==> config.mk <==
export PLATFORM = sky130hd
export DESIGN_NAME = tms_cell
export DESIGN_NICKNAME = d
export VERILOG_FILES = /design/src/design/tms_pkg.sv /design/src/design/tms_cell.sv
export SDC_FILE = /design/constraint.sdc
export NUM_CORES = 1
export LEC_CHECK = 0
export ABC_AREA = 1
export ABC_CLOCK_PERIOD_IN_PS = 1800
export BUFFER_PORTS_ARGS = -buffer_cell sky130_fd_sc_hd__buf_2
export CAP_MARGIN = 20
export CELL_PAD_IN_SITES_DETAIL_PLACEMENT = 0
export CELL_PAD_IN_SITES_GLOBAL_PLACEMENT = 1
export CORE_UTILIZATION = 30
export CTS_BUF_LIST = sky130_fd_sc_hd__clkbuf_8
export DETAILED_ROUTE_END_ITERATION = 7
export MAX_ROUTING_LAYER = met4
export PLACE_DENSITY_LB_ADDON = 0.1
export SLEW_MARGIN = 30
export SYNTH_ARGS = -nofsm -noshare
export SYNTH_HDL_FRONTEND = slang
export SYNTH_SLANG_ARGS = --single-unit
==> constraint.sdc <==
create_clock -name i_clk -period 1.8 [get_ports i_clk]
set_input_delay 0.18 -clock i_clk [delete_from_list [all_inputs] [get_ports i_clk]]
set_output_delay 0.18 -clock i_clk [all_outputs]
set_load 0.05 [all_outputs]
==> src/design/tms_pkg.sv <==
`timescale 1ns / 1ps
package tms_pkg;
    localparam int RulesDef      = 64;
    localparam int TapeCellsDef  = 1024;
    localparam int SymW          = 4;
    localparam int StW           = 8;
    localparam int NstW          = 9;
    localparam int PosW          = 10;
    localparam int IdxW          = 6;
    localparam int CntW          = 7;
    localparam int RuleW         = StW + SymW + NstW + SymW + 1;

    localparam logic [2:0] ACT_ADD    = 3'd0;
    localparam logic [2:0] ACT_REMOVE = 3'd1;
    localparam logic [2:0] ACT_CLEAR  = 3'd2;
    localparam logic [2:0] ACT_LOAD   = 3'd3;
    localparam logic [2:0] ACT_START  = 3'd4;
    localparam logic [2:0] ACT_STEP   = 3'd5;

    localparam logic [2:0] ST_OK      = 3'd0;
    localparam logic [2:0] ST_HALTED  = 3'd1;
    localparam logic [2:0] ST_NOMATCH = 3'd2;
    localparam logic [2:0] ST_DUP     = 3'd3;
    localparam logic [2:0] ST_FULL    = 3'd4;
    localparam logic [2:0] ST_EDGE    = 3'd5;

    typedef struct packed {
        logic [StW-1:0]  match_state;
        logic [SymW-1:0] match_symbol;
        logic [NstW-1:0] next_state;
        logic [SymW-1:0] write_symbol;
        logic            move_right;
    } t_rule;

    typedef struct packed {
        logic            shift;
        logic            clear;
        logic            load;
        t_rule           ins;
    } t_cell_ctl;
endpackage

==> src/design/tms_cell.sv <==
`timescale 1ns / 1ps
module tms_cell (
    input  logic                  i_clk,
    input  logic                  i_rst_n,
    input  tms_pkg::t_cell_ctl    i_ctl,
    input  logic                  i_sel,
    input  tms_pkg::t_rule        i_prev,
    input  logic                  i_prev_vld,
    output tms_pkg::t_rule        o_rule,
    output logic                  o_vld
);
    import tms_pkg::*;
    t_rule r_rule;
    logic  r_vld;

    // shift moves one rule toward the head of the row each cycle
    always_ff @(posedge i_clk) begin
        if (!i_rst_n) begin
            r_vld <= 1'b0;
        end else if (i_ctl.clear) begin
            r_vld <= 1'b0;
        end else if (i_ctl.shift && i_sel) begin
            r_vld  <= i_prev_vld;
            r_rule <= i_prev;
        end else if (i_ctl.load && i_sel) begin
            r_vld  <= 1'b1;
            r_rule <= i_ctl.ins;
        end
    end

    assign o_rule = r_rule;
    assign o_vld  = r_vld;
endmodule

* After elaboration in Yosys (flattened, before gate mapping)
Cells that the tools add are included.
** Operators by class
- Reduce and logical (&&, ||, !) cells :: 5
- Bitwise logic cells :: 2
- Mux-type cells :: 4
** Operator list (count)
- $mux W26 :: 2
- $reduce_and A3 Y1 :: 1
- $logic_and A1 B1 Y1 :: 2
- $mux W1 :: 2
- $not A1 Y1 :: 2
- $reduce_bool A2 Y1 :: 1
- $reduce_or A2 Y1 :: 1
** Word-level totals
- Flip-flop bits (word level) :: 27
- Output and inout bits :: 27

* Longest topological paths before layout
- Depth after elaboration :: 3
- Mapped depth :: 5
- Mapped depth without buffers :: 4

* Least setup slack after synthesis
No wires, ideal clock.
- Path kind :: input-to-reg
- Start point :: input port i_ctl[28] (netlist bit)
- End point :: register r_rule, in the netlist o_rule[0], enable pin
- Stages :: 4
- Data required time :: 1.415 ns
- Setup time :: 0.385 ns
- Slack :: 0.269 ns
- Buffers on the path :: 1
- Arrival time :: 1.146 ns
- Path through :: buf_4 nand2_4 nand2_1 and2_1
** On the way
- Cells in the longest elaborated chain, start to end :: 3
** Ends and longest elaborated chain
- start, declared :: line tms_cell.sv:5 : input tms_pkg::t_cell_ctl i_ctl,
- $logic_and A1 B1 Y1 :: line tms_cell.sv:22 : end else if (i_ctl.shift && i_sel) begin
- $reduce_bool A2 Y1 (no line)
- $reduce_and A3 Y1 (no line)
- end signal, assigned :: line tms_cell.sv:24 : r_rule <= i_prev;
- end signal, assigned :: line tms_cell.sv:27 : r_rule <= i_ctl.ins;
- end, declared :: line tms_cell.sv:13 : t_rule r_rule;
Every way passes these cells.
A chain may end at the register's enable or synchronous reset.

* Worst setup path in the final report
- Start point :: input port i_sel
- End point :: register r_rule, in the netlist o_rule[9], enable pin
** On the way
- Cells in the longest elaborated chain, start to end :: 3
** Ends and longest elaborated chain
- start, declared :: line tms_cell.sv:6 : input logic i_sel,
- $logic_and A1 B1 Y1 (on tied branches) :: line tms_cell.sv:22, tms_cell.sv:25
- $reduce_bool A2 Y1 (no line) (*)
- $reduce_and A3 Y1 (no line) (*)
Every way passes the cells marked *; elsewhere a longest branch is shown, timed or not.

==> reports/metrics.cfg <==
[clock_tree]
path_clk_slew_ps = 90
cts_resized = 0
cts-root-buf = clkbuf_8
numCtsBuffers = 3
clock_path_buffers = 2
post-cts-setup-buffer-count = 0
htreeDepth = 1
cts_tree = built
insertion_delay_ps = 260
cts_hold_buf = 0
cts_sinks = 27

[hold_path]
hp-start = i_ctl[22]
hold_path.class = input pin to flip-flop

[placed_design]
place_congestion = 0.619
io_buffers = 85
place_hpwl_mm = 2.23

[yosys]
synth_largest_area_cell = edfxtp_1
syn_inst = 124
seq_area_frac_synth_pct = 63.6
ys_seq_elements = 27
synth_nets = 183
syn_area_sq_mm = 0.00126
syn_avg_cell_area_sq_um = 10.2
yosys_warnings = 0
ys_types = 13
synth_top_area_share_pct = 62.0
yosys-top-cells-area = edfxtp_1, nand2_1, nand3_1, buf_6, dfxtp_1

[drt]
remaining_drc_errors = 0
drt_iter0_markers = 43
totalWireLength_mm = 3.04
wl_per_cell_microns = 11.7
vias_per_cell = 4.46
ant_nets = 0
dr.pass1.iters = 4
via_count = 1156

[sta]
slew-limit-headroom_pct = 77.5
final_hold_viol_count = 0
slew_violations = 0
grt_setup_unrepaired = no
fin_crit_sh_pct = 63.4
tightest_slew_ps = 338
fin_crit_ps = 1140
clock_skew_ps = 0
max_freq_ghz = 0.877
finalSetupViolCount = 0
setup_tns_ps = 0

[floorplanning]
pin_count = 86
die_y_microns = 66.8
initial_core_util_pct = 31.5
fp.dieW_microns = 66.8
core_sq_mm = 0.00400
dieArea_sq_mm = 0.00446
rows = 23

[grt]
grt_usage_pct = 13.7
grt_overflow = 0
grt_pass1_wl_mm = 4.43
antenna_found_initial = 0
grt_pass1_vias = 1038
grt_start_max_net_pins = 28

[worst_setup_path]
worstPathArrival_ps = 1080
max_stage_delay_ps = 320
r2r-start = o_vld
startpoint_type = input pin
cpMaxStageDelayCell = buf_4
endpoint = o_rule[9]
rr_endpoint = o_vld
worstSetupEndpointType = flip-flop
crit_chain = buf_2 > nand2_1 > nand2_1 > and2_1 > buf_4
crit_fanout = 26
crit_type = input pin to flip-flop
required_ps = 1740
critPathMostFrequentCell = nand2_1
r2r_setup_slack_ps = 1210
timing.critical_path.from = i_sel
r2r_cells = 2

[finish]
nNetsFinal = 269
diodes = 0
fillers = 429
area_delta_synth_final_pct = 38.6
layout-drive-gt1-share_pct = 45.0

[power]
total_power_w = 0.00138
power.leakage_nw = 0.879
p_per_area_mw_per_mm2 = 789
vdd_drop_max_mv = 0.262

[run_status]
status = finished clean

[run]
maxCapViolations = 0

[report_power, final]
group          internal [W]  switching, W  total [W]  leakage (nW)
clock network      0.000153      0.000184   0.000337        0.0269
logic             0.0000962      0.000207   0.000303         0.611
registers          0.000730    0.00000729   0.000737         0.241
[cells by family after synthesis]
kind of cell,share of synthesized area (%)
and+or+nand+nor,29.6
DFF,63.6
buffers and inverters,6.76
[cell type report]
type / instances / area (sq um) / share of cell area, %
Timing Repair Buffer: 89 / 455 / 26.1
Clock buffer: 3 / 41.3 / 2.37
Sequential cell: 27 / 801 / 45.9
Multi-Input combinational cell: 87 / 373 / 21.4
Tap cell: 50 / 62.6 / 3.59
Inverter: 2 / 7.51 / 0.430
Clock inverter: 1 / 3.75 / 0.215
[per-stage QoR]
stage	util [%]	cells	hold slack [ps]	setup WS [ps]	area, sq um
4_1_cts	43.6	259	164	652	1740
3_3_place_gp	42.5	255	448	390	1700
3_5_place_dp	42.5	255	448	356	1700
2_1_floorplan	-	124	357	269	1260
5_1_grt	43.6	259	170	579	1740
6_report	43.6	259	169	660	1740
[sequential cells by signal (all words and copies together), names as in the netlist]
signal and count:
o_rule 26, o_vld 1
[worst min-delay path by stage]
| stage | end | slack (ps) | cells past startpoint |
|---|---|---|---|
| floorplan | o_vld | 360 | 3 |
| global placement | o_vld | 450 | 4 |
| detailed placement | o_rule[9] | 450 | 3 |
| CTS | o_rule[22] | 160 | 3 |
| global route | o_rule[18] | 170 | 3 |
| finish | o_rule[22] | 170 | 3 |
[cell usage in the layout, fill, tap and decap left out]
| cell type | n |
|---|---|
| buf_4 | 4 |
| nor2_2 | 1 |
| nor2_1 | 2 |
| buf_2 | 85 |
| clkbuf_8 | 3 |
| edfxtp_1 | 26 |
| nand2_4 | 1 |
| inv_1 | 3 |
| and2_1 | 1 |
| nand2_1 | 55 |
| nand3_1 | 27 |
| dfxtp_1 | 1 |
[Yosys cell counts (all sizes together)]
library cell and count:
nor2 3, inv 2, buf 8, edfxtp 26, and2 1, nand2 56
dfxtp 1, nand3 27
[critical path, delay by kind of cell]
kind | cells | cell delay, ps
buffers and inverters | 2 | 610
and+or+nand+nor | 3 | 280
[layer usage]
metal	part of all wire [%]	GRT usage [%]
met3	8.0	2.57
met4	0.46	4.79
met2	51	23.6
met5	0	-
met1	40	15.8
No activity file was read; power rests on OpenSTA's default activity.
